<file path="src/vapm_pkg.sv">
`default_nettype none

package vapm_pkg;

    // Build-time sizing
    localparam int NUM_INPUTS  = 8;
    localparam int SAMPLE_BITS = 24;

    // Field widths
    localparam int CMD_W      = 2;
    localparam int IDX_W      = 3;
    localparam int SAMPLE_W   = 24;
    localparam int KIND_W     = 2;
    localparam int LEVEL_W    = 24;
    localparam int ID_W       = 8;
    localparam int PERIOD_W   = 16;
    localparam int SILENT_W   = 2;
    localparam int NUM_EV     = 3;

    // Peak hold is wide enough for both the sample magnitude and the level field
    localparam int PEAK_W = (SAMPLE_BITS > LEVEL_W) ? SAMPLE_BITS : LEVEL_W;

    // Stream widths
    localparam int IN_TDATA_W  = 24;
    localparam int IN_TUSER_W  = CMD_W + IDX_W;
    localparam int OUT_TDATA_W = 40;
    localparam int OUT_TUSER_W = KIND_W;

    // Configuration port
    localparam int CFG_IDX_W  = 1;
    localparam int CFG_DATA_W = 16;
    localparam logic [CFG_IDX_W-1:0] REG_PEAK_PERIOD  = 1'b0;
    localparam logic [CFG_IDX_W-1:0] REG_VOICE_NUMBER = 1'b1;

    // Commands
    localparam logic [CMD_W-1:0] CMD_SAMPLE    = 2'd0;
    localparam logic [CMD_W-1:0] CMD_BLOCK_END = 2'd1;
    localparam logic [CMD_W-1:0] CMD_START     = 2'd2;
    localparam logic [CMD_W-1:0] CMD_STOP      = 2'd3;

    // Event kinds
    localparam logic [KIND_W-1:0] EV_STATE = 2'd0;
    localparam logic [KIND_W-1:0] EV_DONE  = 2'd1;
    localparam logic [KIND_W-1:0] EV_PEAK  = 2'd2;

    // Bit positions in the pending-event mask, in delivery order
    localparam int EVB_STATE = 0;
    localparam int EVB_DONE  = 1;
    localparam int EVB_PEAK  = 2;

    // Silent-block counter limits
    localparam logic [SILENT_W-1:0] SILENT_MAX = 2'd3;
    localparam logic [SILENT_W-1:0] DONE_AT    = 2'd2;

    typedef struct packed {
        logic                  we;
        logic [CFG_IDX_W-1:0]  idx;
        logic [CFG_DATA_W-1:0] data;
    } t_cfg_wr;

    // Events raised by one end of block
    typedef struct packed {
        logic [NUM_EV-1:0]  mask;
        logic               running;
        logic [LEVEL_W-1:0] peak;
        logic [ID_W-1:0]    id;
    } t_bundle;

    // Absolute value; negative full scale maps onto the sign weight
    function automatic logic [SAMPLE_BITS-1:0] magnitude(input logic [SAMPLE_BITS-1:0] v);
        logic [SAMPLE_BITS-1:0] m;
        m = v[SAMPLE_BITS-1] ? (~v + 1'b1) : v;
        return m;
    endfunction

endpackage

`default_nettype wire

</file>
<file path="src/vapm_core.sv">
`default_nettype none

module vapm_core (
    input  wire logic                           i_clk,
    input  wire logic                           i_rst_n,
    input  wire vapm_pkg::t_cfg_wr              i_cfg,
    input  wire logic                           i_tvalid,
    output      logic                           o_tready,
    input  wire logic [vapm_pkg::CMD_W-1:0]     i_cmd,
    input  wire logic [vapm_pkg::IDX_W-1:0]     i_idx,
    input  wire logic [vapm_pkg::SAMPLE_W-1:0]  i_sample,
    output      logic                           o_bnd_vld,
    input  wire logic                           i_bnd_rdy,
    output      vapm_pkg::t_bundle              o_bnd
);

    // Input register
    logic                                r_in_vld;
    logic [vapm_pkg::CMD_W-1:0]          r_cmd;
    logic [vapm_pkg::IDX_W-1:0]          r_idx;
    logic [vapm_pkg::SAMPLE_BITS-1:0]    r_smp;

    // Configuration
    logic [vapm_pkg::PERIOD_W-1:0]       r_period;
    logic [vapm_pkg::ID_W-1:0]           r_voice_id;

    // Voice state
    logic [vapm_pkg::NUM_INPUTS-1:0]     r_run,       n_run;
    logic                                r_voice,     n_voice;
    logic                                r_reported,  n_reported;
    logic [vapm_pkg::SILENT_W-1:0]       r_silent,    n_silent;
    logic [vapm_pkg::PEAK_W-1:0]         r_peak,      n_peak;
    logic [vapm_pkg::PERIOD_W-1:0]       r_countdown, n_countdown;

    logic [vapm_pkg::NUM_INPUTS-1:0]     hit;
    logic                                idx_ok;
    logic [vapm_pkg::PEAK_W-1:0]         mag;
    logic [vapm_pkg::SILENT_W-1:0]       silent_inc;
    logic [vapm_pkg::PERIOD_W-1:0]       period_eff;
    logic [vapm_pkg::NUM_EV-1:0]         ev_mask;
    logic                                is_block_end;
    logic                                adv;

    // Decode the addressed input
    always_comb begin
        for (int i = 0; i < vapm_pkg::NUM_INPUTS; i++) begin
            hit[i] = (int'(r_idx) == i);
        end
    end

    assign idx_ok       = int'(r_idx) < vapm_pkg::NUM_INPUTS;
    assign mag          = vapm_pkg::PEAK_W'(vapm_pkg::magnitude(r_smp));
    assign period_eff   = (r_period == '0) ? vapm_pkg::PERIOD_W'(1) : r_period;
    assign silent_inc   = (r_silent != vapm_pkg::SILENT_MAX) ? r_silent + 1'b1 : r_silent;
    assign is_block_end = (r_cmd == vapm_pkg::CMD_BLOCK_END);

    // Compute the next state and the events of the held request
    always_comb begin
        n_run       = r_run;
        n_voice     = r_voice;
        n_reported  = r_reported;
        n_silent    = r_silent;
        n_peak      = r_peak;
        n_countdown = r_countdown;
        ev_mask     = '0;
        case (r_cmd)
            vapm_pkg::CMD_BLOCK_END: begin
                ev_mask[vapm_pkg::EVB_STATE] = (r_reported != r_voice);
                n_reported = r_voice;
                if (!r_voice) begin
                    n_silent = silent_inc;
                    ev_mask[vapm_pkg::EVB_DONE] = (silent_inc == vapm_pkg::DONE_AT);
                end
                if (r_countdown == '0) begin
                    ev_mask[vapm_pkg::EVB_PEAK] = 1'b1;
                    n_peak      = '0;
                    n_countdown = period_eff;
                end else begin
                    n_countdown = r_countdown - 1'b1;
                end
            end
            vapm_pkg::CMD_SAMPLE: begin
                if (idx_ok && r_voice && (|(r_run & hit)) && (mag > r_peak)) begin
                    n_peak = mag;
                end
            end
            vapm_pkg::CMD_START: begin
                if (idx_ok) begin
                    n_run    = r_run | hit;
                    n_voice  = 1'b1;
                    n_silent = '0;
                end
            end
            vapm_pkg::CMD_STOP: begin
                if (idx_ok) begin
                    n_run    = r_run & ~hit;
                    n_voice  = |(r_run & ~hit);
                    n_silent = '0;
                end
            end
            default: begin
                n_run = r_run;
            end
        endcase
    end

    // Hand events to the emitter; other requests retire at once
    assign o_bnd_vld    = r_in_vld && is_block_end && (|ev_mask);
    assign o_bnd.mask    = ev_mask;
    assign o_bnd.running = r_voice;
    assign o_bnd.peak    = vapm_pkg::LEVEL_W'(r_peak);
    assign o_bnd.id      = r_voice_id;

    assign adv      = r_in_vld && (!o_bnd_vld || i_bnd_rdy);
    assign o_tready = !r_in_vld || adv;

    // Capture the incoming request
    always_ff @(posedge i_clk) begin
        if (!i_rst_n) begin
            r_in_vld <= 1'b0;
        end else if (o_tready) begin
            r_in_vld <= i_tvalid;
        end
        if (o_tready && i_tvalid) begin
            r_cmd <= i_cmd;
            r_idx <= i_idx;
            r_smp <= vapm_pkg::SAMPLE_BITS'(signed'(i_sample));
        end
    end

    // Hold configuration
    always_ff @(posedge i_clk) begin
        if (!i_rst_n) begin
            r_period   <= vapm_pkg::PERIOD_W'(1);
            r_voice_id <= '0;
        end else if (i_cfg.we) begin
            case (i_cfg.idx)
                vapm_pkg::REG_PEAK_PERIOD:  r_period   <= i_cfg.data;
                vapm_pkg::REG_VOICE_NUMBER: r_voice_id <= vapm_pkg::ID_W'(i_cfg.data);
                default:                    r_period   <= r_period;
            endcase
        end
    end

    // Advance the voice state
    always_ff @(posedge i_clk) begin
        if (!i_rst_n) begin
            r_run       <= '0;
            r_voice     <= 1'b1;
            r_reported  <= 1'b0;
            r_silent    <= '0;
            r_peak      <= '0;
            r_countdown <= vapm_pkg::PERIOD_W'(1);
        end else if (adv) begin
            r_run       <= n_run;
            r_voice     <= n_voice;
            r_reported  <= n_reported;
            r_silent    <= n_silent;
            r_peak      <= n_peak;
            r_countdown <= n_countdown;
        end
    end

`ifndef SYNTHESIS
    a_stopped_no_runs: assert property (@(posedge i_clk) disable iff (!i_rst_n)
        !r_voice |-> (r_run == '0))
        else $error("voice stopped while an input still runs");

    a_silent_only_stopped: assert property (@(posedge i_clk) disable iff (!i_rst_n)
        (r_silent != '0) |-> !r_voice)
        else $error("silent blocks counted while voice runs");

    a_peak_cleared: assert property (@(posedge i_clk) disable iff (!i_rst_n)
        (adv && o_bnd_vld && o_bnd.mask[vapm_pkg::EVB_PEAK]) |=> (r_peak == '0))
        else $error("peak not cleared after report");

    a_bundle_block_end: assert property (@(posedge i_clk) disable iff (!i_rst_n)
        o_bnd_vld |-> is_block_end)
        else $error("events raised by a non block-end request");
`endif

endmodule

`default_nettype wire

</file>
<file path="src/vapm_emit.sv">
`default_nettype none

module vapm_emit (
    input  wire logic                          i_clk,
    input  wire logic                          i_rst_n,
    input  wire logic                          i_bnd_vld,
    output      logic                          o_bnd_rdy,
    input  wire vapm_pkg::t_bundle             i_bnd,
    output      logic                          o_tvalid,
    input  wire logic                          i_tready,
    output      logic [vapm_pkg::KIND_W-1:0]   o_kind,
    output      logic                          o_running,
    output      logic [vapm_pkg::LEVEL_W-1:0]  o_peak,
    output      logic [vapm_pkg::ID_W-1:0]     o_id,
    output      logic                          o_tlast
);

    logic [vapm_pkg::NUM_EV-1:0]   r_mask;
    logic                          r_running;
    logic [vapm_pkg::LEVEL_W-1:0]  r_peak;
    logic [vapm_pkg::ID_W-1:0]     r_id;
    logic [vapm_pkg::NUM_EV-1:0]   rest;

    // Pick the lowest pending event
    assign rest     = r_mask & (r_mask - 1'b1);
    assign o_tvalid = |r_mask;
    assign o_tlast  = (rest == '0);

    always_comb begin
        if (r_mask[vapm_pkg::EVB_STATE]) begin
            o_kind = vapm_pkg::EV_STATE;
        end else if (r_mask[vapm_pkg::EVB_DONE]) begin
            o_kind = vapm_pkg::EV_DONE;
        end else begin
            o_kind = vapm_pkg::EV_PEAK;
        end
    end

    assign o_running = r_running;
    assign o_peak    = (o_kind == vapm_pkg::EV_PEAK) ? r_peak : '0;
    assign o_id      = r_id;

    // Take a new set once the last pending event leaves
    assign o_bnd_rdy = !o_tvalid || (i_tready && o_tlast);

    always_ff @(posedge i_clk) begin
        if (!i_rst_n) begin
            r_mask <= '0;
        end else if (i_bnd_vld && o_bnd_rdy) begin
            r_mask <= i_bnd.mask;
        end else if (o_tvalid && i_tready) begin
            r_mask <= rest;
        end
        if (i_bnd_vld && o_bnd_rdy) begin
            r_running <= i_bnd.running;
            r_peak    <= i_bnd.peak;
            r_id      <= i_bnd.id;
        end
    end

`ifndef SYNTHESIS
    a_load_mask: assert property (@(posedge i_clk) disable iff (!i_rst_n)
        (i_bnd_vld && o_bnd_rdy) |=> (r_mask == $past(i_bnd.mask)))
        else $error("event set lost on load");

    a_drain_empty: assert property (@(posedge i_clk) disable iff (!i_rst_n)
        (o_tvalid && i_tready && o_tlast && !i_bnd_vld) |=> !o_tvalid)
        else $error("event repeated after final delivery");

    a_advance_one: assert property (@(posedge i_clk) disable iff (!i_rst_n)
        (o_tvalid && i_tready && !o_tlast)
            |=> ($countones(r_mask) == $countones($past(r_mask)) - 1))
        else $error("more than one event retired per transfer");
`endif

endmodule

`default_nettype wire

</file>
<file path="src/voice_activity_peak_monitor.sv">
// The first event of an end of block passes the core's input register and then the
// emitter's event register, and leaves later while the sink stalls. Throughput: one
// request per cycle, but an end of block that raises events waits until the emitter has
// delivered the last event of the previous set, and a stalled sink holds it.
// Reset: synchronous active-low i_rst_n clears run flags, sets the voice running,
// loads peak period 1 and voice number 0, and empties both pipeline registers.
`default_nettype none

module voice_activity_peak_monitor (
    input  wire logic                                i_clk,
    input  wire logic                                i_rst_n,
    // Configuration write
    input  wire logic                                i_cfg_we,
    input  wire logic [vapm_pkg::CFG_IDX_W-1:0]      i_cfg_addr,
    input  wire logic [vapm_pkg::CFG_DATA_W-1:0]     i_cfg_wdata,
    // Input stream
    input  wire logic                                s_axis_tvalid,
    output      logic                                s_axis_tready,
    input  wire logic [vapm_pkg::IN_TDATA_W-1:0]     s_axis_tdata,  // [23:0] sample
    input  wire logic [vapm_pkg::IN_TUSER_W-1:0]     s_axis_tuser,  // [1:0] command, [4:2] input_index
    // Event stream
    output      logic                                m_axis_tvalid,
    input  wire logic                                m_axis_tready,
    output      logic [vapm_pkg::OUT_TDATA_W-1:0]    m_axis_tdata,  // [0] voice_running,
                                                                    // [24:1] peak_level,
                                                                    // [32:25] voice_id, [39:33] zero
    output      logic [vapm_pkg::OUT_TUSER_W-1:0]    m_axis_tuser,  // [1:0] event_kind
    output      logic                                m_axis_tlast
);

    vapm_pkg::t_cfg_wr                  cfg;
    vapm_pkg::t_bundle                  bnd;
    logic                               bnd_vld;
    logic                               bnd_rdy;
    logic [vapm_pkg::KIND_W-1:0]        ev_kind;
    logic                               ev_running;
    logic [vapm_pkg::LEVEL_W-1:0]       ev_peak;
    logic [vapm_pkg::ID_W-1:0]          ev_id;

    assign cfg.we   = i_cfg_we;
    assign cfg.idx  = i_cfg_addr;
    assign cfg.data = i_cfg_wdata;

    // Track voice state and raise block-end events
    vapm_core u_core (
        .i_clk     (i_clk),
        .i_rst_n   (i_rst_n),
        .i_cfg     (cfg),
        .i_tvalid  (s_axis_tvalid),
        .o_tready  (s_axis_tready),
        .i_cmd     (s_axis_tuser[vapm_pkg::CMD_W-1:0]),
        .i_idx     (s_axis_tuser[vapm_pkg::IN_TUSER_W-1:vapm_pkg::CMD_W]),
        .i_sample  (s_axis_tdata[vapm_pkg::SAMPLE_W-1:0]),
        .o_bnd_vld (bnd_vld),
        .i_bnd_rdy (bnd_rdy),
        .o_bnd     (bnd)
    );

    // Deliver events one per transfer
    vapm_emit u_emit (
        .i_clk     (i_clk),
        .i_rst_n   (i_rst_n),
        .i_bnd_vld (bnd_vld),
        .o_bnd_rdy (bnd_rdy),
        .i_bnd     (bnd),
        .o_tvalid  (m_axis_tvalid),
        .i_tready  (m_axis_tready),
        .o_kind    (ev_kind),
        .o_running (ev_running),
        .o_peak    (ev_peak),
        .o_id      (ev_id),
        .o_tlast   (m_axis_tlast)
    );

    // Pack the event payload
    assign m_axis_tdata = {7'b0, ev_id, ev_peak, ev_running};
    assign m_axis_tuser = ev_kind;

endmodule

`default_nettype wire
</file>
<file path="config.mk">
export PLATFORM = sky130hd
export DESIGN_NAME = voice_activity_peak_monitor
export DESIGN_NICKNAME = d
export VERILOG_FILES = /design/src/vapm_pkg.sv /design/src/vapm_core.sv /design/src/vapm_emit.sv /design/src/voice_activity_peak_monitor.sv
export SDC_FILE = /design/constraint.sdc
export NUM_CORES = 1
export LEC_CHECK = 0
export BUFFER_PORTS_ARGS = -buffer_cell sky130_fd_sc_hd__buf_2
export CORE_MARGIN = 10
export CORE_UTILIZATION = 58
export DETAILED_ROUTE_END_ITERATION = 7
export GPL_ROUTABILITY_DRIVEN = 0
export HOLD_SLACK_MARGIN = 0.03
export PLACE_DENSITY = 0.91
export REMOVE_ABC_BUFFERS = 1
export SYNTH_ARGS = -nofsm -noshare
export SYNTH_HDL_FRONTEND = slang
export SYNTH_SLANG_ARGS = --single-unit
</file>
<file path="constraint.sdc">
create_clock -name i_clk -period 4.1 [get_ports i_clk]
set_input_delay 0.615 -clock i_clk [delete_from_list [all_inputs] [get_ports i_clk]]
set_output_delay 0.615 -clock i_clk [all_outputs]
set_load 0.02 [all_outputs]
</file>
==> summary.txt, run 1 <==
Number of max-cap violations -> 0
Peak Freq -> 0.231 GHz
Critical Path Slowest Stage Cell -> or4_4
Area growth syn-to-layout -> 21.2%
Post-synth EDFFs -> 62
Clk buf depth -> 2
CP endpoint kind -> flop
Dominant cells by area after synthesis -> edfxtp_1, dfxtp_1, ha_1, nand2_1, o221ai_2
Final Hold Fails -> 0
Async SR Flop Fraction -> 0%
Setup slack at placement -> -0.00724 ns
Routed via count -> 6,678
Clock-pin slew on the worst setup and hold paths -> 0.06 ns
Wire per inst -> 19.1 µm
Worst EP arrival -> 4.64 ns
Final WS setup -> -0.231 ns
CTS tree -> yes
Diode count -> 0
Total Wirelength -> 20,500 µm
Top post-synthesis cells by count -> dfxtp_1, nand2_1, edfxtp_1, inv_1, a21oi_1
R2R Setup Slk -> -0.23 ns
Worst r2r src -> u_core.r_smp[8]
Max-slew violations -> 0
Die X -> 134 µm
Share of cells above drive strength 1 -> 24.8%
Netlist Area Pre-Place -> 7530 µm²
Pwr dens -> 518 nW/µm²
Outcome -> finished, violations left
Worst Min Path Start -> s_axis_tdata[6]
Vias in the first global route -> 6,167
FF+latch count, synth -> 142
DIE HEIGHT -> 134 µm
Syn_area_per_cell -> 9.53 µm²
Post-route cell area -> 9130 µm²
Worst hold path stage count -> 1
Worst-path cell chain -> or4_4 -> nor2_4 -> nand2_2 -> o21ai_1 -> xor2_1 -> inv_1 -> ha_1 -> nand4_1 -> or4_4 -> o311a_1 -> o2111a_2 -> o21ai_4 -> clkbuf_16 -> o221ai_2
Critical Path Fanout Max -> 8
Yosys warns -> 0
Cts hold-fix bufs -> 0
Initial DRC Count -> 1,029
First-pass GRT wire length -> 30,200 µm
GR Overflow Total -> 0
RR Endpoint -> u_core.r_peak[13]
Failing checks -> setup timing
Largest net degree at the start of global routing -> 92
Crit Path Category -> reg -> reg
Critical path required time -> 4.41 ns
Via density -> 6.22
Initial DRT Pass Iterations -> 7
CP max stage delay -> 0.60 ns
Setup violations, final -> 24
Startpoint Class -> flop
RSZ-0062 raised after global routing -> yes
Detailed Place HPWL -> 12,200 µm
R2R depth -> 14
Row count -> 41
GRT Total Usage -> 20.4%
Static leakage -> 0.00354 µW
Post-synth top area share -> 24.7%
I/O pin cnt -> 96
CP Buf/Inv Count -> 2
Fin nets -> 966
Dominant synthesized flop cell -> dfxtp_1
Post-route ant nets -> 0
Hold path endpoint -> u_core.r_smp[6]
Clk_skew -> 0.0142 ns
VDD IR-drop max -> 389 µV
Initial antenna violation count -> 0
Most common cell on crit path -> or4_4
CTS root buf -> clkbuf_16
Final clock period utilization by the worst path -> 106%
Worst-margin pin slew -> 1.07 ns
Initial Util -> 59.4%
Cells after Synth -> 790
Placed Cells -> 1,019
CP top delay family -> simple AND/OR/NAND/NOR gates
Die area -> 17,900 µm²
Core area -> 12,700 µm²
DRC -> 0
Sequential area share after synthesis -> 46.0%
Synth cell types -> 75
Sink Count -> 142
Worst skew pair latency -> 0.44 ns
Fin cells -> 1,074
Slew HR -> 28.5%
Final min period -> 4.33 ns
Port Buffers -> 88
Hold Crit Class -> in -> reg
DP Area -> 8120 µm²
Area leader, netlist -> edfxtp_1
H-tree level count -> 4
CP Depth -> 14
Cts bufs inserted -> 17
==> through the flow <==
step | TNS, ns | util (%) | hold slack [ns] | power, µW
final | -4.62 | 72.1 | 0.358 | 4730
after floorplan | 0 | - | 0.408 | 2590
after detailed placement | -0.0262 | 64.1 | 0.416 | 2910
after global placement | 0 | 64.1 | 0.411 | 2870
after CTS | 0 | 69.1 | 0.355 | 4500
after global routing | -7.88 | 72.1 | 0.352 | 4940
==> where the power goes <==
group / internal (µW) / switching (µW) / leakage (µW) / total (µW)
Sequential: 1680 / 218 / 0.00123 / 1900
Combinational: 550 / 700 / 0.00202 / 1250
Clock: 985 / 595 / 0.000284 / 1580
==> state kept, by name, summed over array words and instances (netlist names), named ones only <==
name and flops:
u_core.r_peak 24, u_core.r_smp 24, u_emit.r_peak 24, u_core.r_countdown 16, u_core.r_period 16, u_core.r_voice_id 8
u_emit.o_id 8, u_core.r_idx 3, u_emit.r_mask 3, u_core.r_cmd 2, u_core.r_silent 2, u_core.r_in_vld 1
u_core.r_reported 1, u_core.r_voice 1, u_emit.o_running 1
==> kinds of logic (layout without fill, tap and decap cells) <==
family | after synthesis | after routing | synth area share [%]
AOI/OAI and AO/OA | 200 | 200 | 20.4
xor gates and xnor gates | 22 | 22 | 2.56
adders and majority gates | 27 | 27 | 4.45
buffers and inverters | 118 | 224 | 6.74
DFF | 142 | 142 | 46.0
muxes | 2 | 2 | 0.299
other | 1 | 7 | 0.0498
and+or+nand+nor | 278 | 278 | 19.5
==> layout make-up <==
cell class	count	area, µm²
inverter	63	236
timing repair buffer	129	832
clock buffer	22	464
fill	833	3540
sequential	142	3460
tap	172	215
clock inverter	10	136
multi-input combinational	536	3780
==> per-layer routing <==
| layer | GRT usage (%) | part of all wire [%] | vias up |
|---|---|---|---|
| met5 | 0 | 0 | - |
| met4 | 7.07 | 4.0 | 0 |
| met3 | 6.20 | 8.9 | 86 |
| met2 | 33.3 | 47 | 383 |
| met1 | 25.0 | 40 | 3118 |
| li1 | - | - | 3091 |
==> layout by cell type (no fill, tap or decap), types with 5 or more instances in the layout <==
master and instances:
nand2_1 79, edfxtp_1 62, xnor2_2 6, a21oi_1 52, and3_1 26, xnor2_1 5, or3_1 5, a31oi_1 5
conb_1 7, buf_2 88, nand2b_1 6, dfxtp_1 80, inv_2 5, nand3_1 46, o21ai_0 12, nor2_1 32
ha_1 24, o221ai_2 22, buf_4 33, nor4_1 8, xor2_1 9, nor2b_1 7, a211oi_1 12, a32oi_1 25
inv_1 58, nand4_1 8, o211ai_1 9, nor3_1 9, o21ai_1 11, and2_1 26, a21o_1 5, clkbuf_16 19
==> worst max path at each step <==
stage	slack, ns	end	from
6_report	-0.23	u_core.r_peak[13]	u_core.r_smp[8]
5_1_grt	-0.36	u_core.r_peak[17]	u_core.r_smp[0]
4_1_cts	0.004	u_core.r_peak[16]	u_core.r_smp[2]
3_5_place_dp	-0.007	u_core.r_peak[17]	u_core.r_smp[0]
3_3_place_gp	0.13	u_core.r_peak[22]	u_core.r_smp[0]
2_1_floorplan	0.01	u_core.r_peak[22]	u_core.r_smp[1]
==> what timing repair did <==
| item | CTS | global route |
|---|---|---|
| pin swaps | 2 | 10 |
| endpoints found under the setup margin | 24 | 24 |
| gates resized for setup | 3 | 30 |
| gates cloned | 0 | 3 |
| buffers inserted | 2 | 18 |
==> worst register-to-register path: stages (launching register included) <==
cell,delay [ns]
edfxtp_1,0.49
or4_4,0.60
nor2_4,0.22
nand2_2,0.14
o21ai_1,0.26
xor2_1,0.39
inv_1,0.11
ha_1,0.30
nand4_1,0.11
or4_4,0.55
o311a_1,0.35
o2111a_2,0.21
o21ai_4,0.17
clkbuf_16,0.24
o221ai_2,0.09
No activity file was read; power rests on OpenSTA's default activity.
==> run 2, diff against run 1 <==
--- a/config.mk
+++ b/config.mk
@@ -6,6 +6,7 @@
 export NUM_CORES = 1
 export LEC_CHECK = 0
 export BUFFER_PORTS_ARGS = -buffer_cell sky130_fd_sc_hd__buf_2
+export CORE_ASPECT_RATIO = 0.8
 export CORE_MARGIN = 10
 export CORE_UTILIZATION = 58
 export DETAILED_ROUTE_END_ITERATION = 7
==> summary.txt, run 2 (synthesis gave the netlist of run 1 again) <==
RSZ-0062 raised after global routing -> yes
Diode count -> 0
RR Endpoint -> u_core.r_peak[0]
Commonest non-fill, non-tap cells in the layout -> buf_2, nand2_1, dfxtp_1
Outcome -> finished, violations left
Worst-path cell chain -> inv_2 -> ha_2 -> or3b_4 -> or3_4 -> o21a_1 -> xnor2_2 -> inv_1 -> ha_4 -> nand4_1 -> or4_4 -> o311a_4 -> o2111a_2 -> o21ai_4 -> buf_4 -> o221ai_1
Area growth syn-to-layout -> 20.7%
Routed via count -> 6,693
Clock-pin slew on the worst setup and hold paths -> 0.07 ns
Initial Util -> 59.0%
Peak Freq -> 0.241 GHz
WHS -> 0.353 ns
Largest regs -> u_core.r_peak: 24 flops, u_core.r_smp: 24 flops, u_emit.r_peak: 24 flops
Clk_skew -> 0.0103 ns
Worst r2r src -> u_core.r_smp[1]
Port Buffers -> 88
H-tree level count -> 4
Number of max-cap violations -> 0
Fin nets -> 968
CP endpoint kind -> flop
Initial DRT Pass Iterations -> 6
Share of cells above drive strength 1 -> 25.6%
Final clock period utilization by the worst path -> 101%
Fin cells -> 1,079
Setup violations, final -> 19
Vias in the first global route -> 6,232
Initial DRC Count -> 801
Die area -> 18,000 µm²
Row count -> 37
Initial antenna violation count -> 0
Crit Path Category -> reg -> reg
Cts hold-fix bufs -> 0
Worst-margin pin slew -> 1.16 ns
Worst skew pair latency -> 0.44 ns
Die X -> 147 µm
Commonest non-fill, non-tap cell in the layout -> buf_2
GRT Total Usage -> 21.0%
Critical Path Slowest Stage Cell -> or4_4
R2R Setup Slk -> -0.05 ns
Post-route ant nets -> 0
Wire per inst -> 18.8 µm
Largest net degree at the start of global routing -> 92
Worst Min Path Start -> s_axis_tdata[17]
Core area -> 12,800 µm²
Final Hold Fails -> 0
R2R depth -> 15
Worst hold path stage count -> 1
Critical path required time -> 4.39 ns
Placed Cells -> 1,030
Multi-input gate area -> 3760 µm²
Sink Count -> 142
Hold path endpoint -> u_core.r_smp[17]
# fillers -> 905
Total Wirelength -> 20,300 µm
Hold Crit Class -> in -> reg
Critical Path Fanout Max -> 4
First-pass GRT wire length -> 31,100 µm
Pwr dens -> 505 nW/µm²
Reg area -> 3460 µm²
CP max stage delay -> 0.58 ns
I/O pin cnt -> 96
Static leakage -> 0.00354 µW
Startpoint Class -> flop
Final min period -> 4.15 ns
CTS root buf -> clkbuf_16
DIE HEIGHT -> 122 µm
Cts bufs inserted -> 17
Worst EP arrival -> 4.44 ns
Clk buf depth -> 2
Detailed Place HPWL -> 12,700 µm
DRC -> 0
VDD IR-drop max -> 375 µV
GR Overflow Total -> 0
Slew HR -> 22.8%
Final WS setup -> -0.0542 ns
Via density -> 6.20
Max-slew violations -> 0
CTS tree -> yes
Fin util -> 71.1%
Failing checks -> setup timing
run 2: routing by layer:
layer / up-vias / wire [µm] / global-route usage (%)
met5: - / 0 / 0
met1: 3112 / 8510 / 28.0
met2: 431 / 9370 / 32.1
li1: 3101 / - / -
met3: 49 / 2090 / 6.52
met4: 0 / 360 / 6.61
run 2: power breakdown:
part           leakage (µW)  switching (µW)  internal (µW)
Sequential          0.00123             214           1680
Clock              0.000279             665            832
Combinational       0.00202             682            523
Total               0.00354            1560           3030
run 2: worst max-delay path by stage:
stage | cells past startpoint | from | slack, ns | to
floorplan | 12 | u_core.r_smp[1] | 0.01 | u_core.r_peak[22]
global placement | 15 | u_core.r_smp[0] | 0.12 | u_core.r_peak[1]
detailed placement | 16 | u_core.r_smp[0] | 0.01 | u_core.r_peak[1]
CTS | 16 | u_core.r_smp[0] | 0.002 | u_core.r_peak[19]
global route | 16 | u_core.r_smp[1] | -0.14 | u_core.r_peak[19]
finish | 15 | u_core.r_smp[1] | -0.05 | u_core.r_peak[0]
run 2: final cells by class:
class | count | area share, %
Multi-Input combinational cell | 536 | 41.3
Clock buffer | 18 | 4.96
Timing Repair Buffer | 131 | 9.22
Clock inverter | 14 | 1.36
Inverter | 63 | 2.60
Tap cell | 175 | 2.41
Sequential cell | 142 | 38.1
run 2: repair_timing:
action	in CTS	in global routing
cloned	1	1
pin swaps	2	7
endpoints found under the setup margin	21	24
setup buffers	3	12
resized for setup	8	21
run 2: critical path: cells and delay by family (launching register included):
kind	cells	cell delay, ns
flops	1	0.45
buf+inv	3	0.41
simple gates	4	1.41
xor+xnor	1	0.26
compound gates	5	1.04
fa+ha+maj	2	0.44
run 2: metrics by stage:
stage	TNS (ns)	setup slack (ns)	total power [µW]	instance area [µm²]
2_1_floorplan	0	0.0136	2590	7280
3_3_place_gp	0	0.120	2900	8180
3_5_place_dp	0	0.0120	2950	8180
4_1_cts	0	0.00165	4460	8850
5_1_grt	-2.37	-0.144	4780	9090
6_report	-0.385	-0.0542	4590	9090
==> run 3, diff against run 2 <==
--- a/config.mk
+++ b/config.mk
@@ -5,14 +5,16 @@
 export SDC_FILE = /design/constraint.sdc
 export NUM_CORES = 1
 export LEC_CHECK = 0
+export ABC_CLOCK_PERIOD_IN_PS = 4800
 export BUFFER_PORTS_ARGS = -buffer_cell sky130_fd_sc_hd__buf_2
 export CORE_ASPECT_RATIO = 0.8
 export CORE_MARGIN = 10
-export CORE_UTILIZATION = 58
+export CORE_UTILIZATION = 63
 export DETAILED_ROUTE_END_ITERATION = 7
 export GPL_ROUTABILITY_DRIVEN = 0
 export HOLD_SLACK_MARGIN = 0.03
-export PLACE_DENSITY = 0.91
+export MAX_ROUTING_LAYER = met4
+export PLACE_DENSITY = 0.95
 export REMOVE_ABC_BUFFERS = 1
 export SYNTH_ARGS = -nofsm -noshare
 export SYNTH_HDL_FRONTEND = slang
==> constraint.sdc (replaced) <==
create_clock -name i_clk -period 4.8 [get_ports i_clk]
set_input_delay 0.72 -clock i_clk [delete_from_list [all_inputs] [get_ports i_clk]]
set_output_delay 0.72 -clock i_clk [all_outputs]
set_load 0.02 [all_outputs]
==> summary.txt, run 3 (synthesis gave the netlist of run 1 again) <==
RR Endpoint -> u_core.r_peak[22]
Final Hold Fails -> 0
Setup bufs post-CTS -> 0
Row count -> 35
GRT Total Usage -> 24.9%
DRC -> 0
Area growth syn-to-layout -> 14.8%
Worst EP arrival -> 4.96 ns
Number of max-cap violations -> 0
Die X -> 142 µm
Critical Path Fanout Max -> 13
Commonest non-fill, non-tap cell in the layout -> buf_2
DP Area -> 8010 µm²
WHS -> 0.429 ns
Reg area -> 3460 µm²
Clock-pin slew on the worst setup and hold paths -> 0.06 ns
Port Buffers -> 88
Worst r2r src -> u_core.r_smp[0]
Worst hold path stage count -> 0
Slew HR -> 20.8%
GR Overflow Total -> 0
Critical path required time -> 5.08 ns
Largest regs -> u_core.r_peak: 24 flops, u_core.r_smp: 24 flops, u_emit.r_peak: 24 flops
Sink Count -> 142
PostCTS Resize Cnt -> 1
Die area -> 16,800 µm²
TNS Setup -> 0 ns
DIE HEIGHT -> 118 µm
Worst-margin pin slew -> 1.18 ns
CP top delay family -> simple AND/OR/NAND/NOR gates
Cts hold-fix bufs -> 0
Total Wirelength -> 20,600 µm
Initial Util -> 64.9%
CTS tree -> yes
Uppermost routed layer -> met4
Fin nets -> 936
Clk_skew -> 0.00930 ns
Max-slew violations -> 0
Post-route ant nets -> 0
Worst skew pair latency -> 0.43 ns
# fillers -> 723
Met3 WL -> 2450 µm
Via density -> 6.64
Startpoint Class -> flop
Multi-input gate area -> 3600 µm²
Cts bufs inserted -> 17
Clk buf depth -> 2
Peak Freq -> 0.214 GHz
Share of cells above drive strength 1 -> 19.8%
Fin util -> 74.5%
Largest net degree at the start of global routing -> 92
RSZ-0062 raised after global routing -> no
Outcome -> completed
CP endpoint kind -> flop
VDD IR-drop max -> 343 µV
Core area -> 11,600 µm²
Setup violations, final -> 0
Initial DRC Count -> 1,187
R2R Setup Slk -> 0.13 ns
Final min period -> 4.67 ns
CP Depth -> 16
Critical Path Slowest Stage Cell -> or4_4
Final clock period utilization by the worst path -> 97.4%
Diode count -> 0
Wire per inst -> 20.2 µm
Hold path endpoint -> u_emit.o_id[4]
I/O pin cnt -> 96
Worst Min Path Start -> u_core.r_voice_id[4]
First-pass GRT wire length -> 33,500 µm
Wl on met1 -> 8120 µm
Static leakage -> 0.00331 µW
Crit Path Category -> reg -> reg
CP Buf/Inv Count -> 3
CP max stage delay -> 0.54 ns
Hold Crit Class -> reg -> reg
Routed via count -> 6,777
Post-route cell area -> 8650 µm²
Pwr dens -> 460 nW/µm²
Vias in the first global route -> 6,491
H-tree level count -> 4
Initial antenna violation count -> 0
Worst-path cell chain -> inv_1 -> ha_1 -> or3b_1 -> nor3_2 -> nand2_1 -> o41ai_1 -> xor2_1 -> inv_1 -> ha_1 -> nand4_1 -> or4_4 -> o311a_1 -> o2111a_1 -> o21ai_4 -> buf_12 -> o221ai_2
Met2 Routed Length -> 9310 µm
R2R depth -> 16
Commonest non-fill, non-tap cells in the layout -> buf_2, nand2_1, dfxtp_1
Detailed Place HPWL -> 12,900 µm
CTS root buf -> clkbuf_16
Initial DRT Pass Iterations -> 6
-- run 3: changes by cell type in the layout (fill, tap and decap cells not counted), moves of 3 or more --
| cell | before | now |
|---|---|---|
| buf_4 | 38 | 10 |
| bufinv_16 | 0 | 4 |
| ha_1 | 23 | 26 |
| inv_1 | 57 | 60 |
| inv_2 | 6 | 3 |
| inv_6 | 5 | 2 |
| inv_8 | 3 | 0 |
| xnor2_1 | 2 | 11 |
| xnor2_2 | 9 | 0 |
-- run 3: worst max path at each step --
stage / startpoint / to / slack [ns]
after floorplan: u_core.r_smp[1] / u_core.r_peak[22] / 0.71
after global placement: u_core.r_smp[0] / u_core.r_peak[1] / 0.49
after detailed placement: u_core.r_smp[0] / u_core.r_peak[1] / 0.31
after CTS: u_core.r_smp[12] / u_core.r_peak[22] / 0.20
after global routing: u_core.r_smp[0] / u_core.r_peak[1] / 0.06
final: u_core.r_smp[0] / u_core.r_peak[22] / 0.13
-- run 3: report_power, final --
part	internal, µW	switching (µW)	leakage (µW)	total, µW
registers	1430	189	0.00123	1620
clock network	872	538	0.000294	1410
logic	383	560	0.00178	942
-- run 3: metrics by stage --
step,worst slack (ns),cells,total power (µW)
floorplan,0.714,741,2210
global placement,0.493,988,2440
detailed placement,0.311,988,2480
CTS,0.200,1020,3920
global route,0.0569,1020,4130
finish,0.126,1020,3970
-- run 3: cell type report --
class | instances | area share [%]
Clock buffer | 19 | 5.01
Clock inverter | 13 | 2.17
Inverter | 63 | 2.74
Multi-Input combinational cell | 536 | 41.7
Sequential cell | 142 | 40.1
Tap cell | 148 | 2.14
Timing Repair Buffer | 99 | 6.19
-- run 3: metal layers --
layer  track usage (%)  vias to the layer above
met1              31.3                     3146
li1                  -                     3028
met4              9.89                        0
met3              6.81                       84
met2              37.1                      519
met5                 -                        -
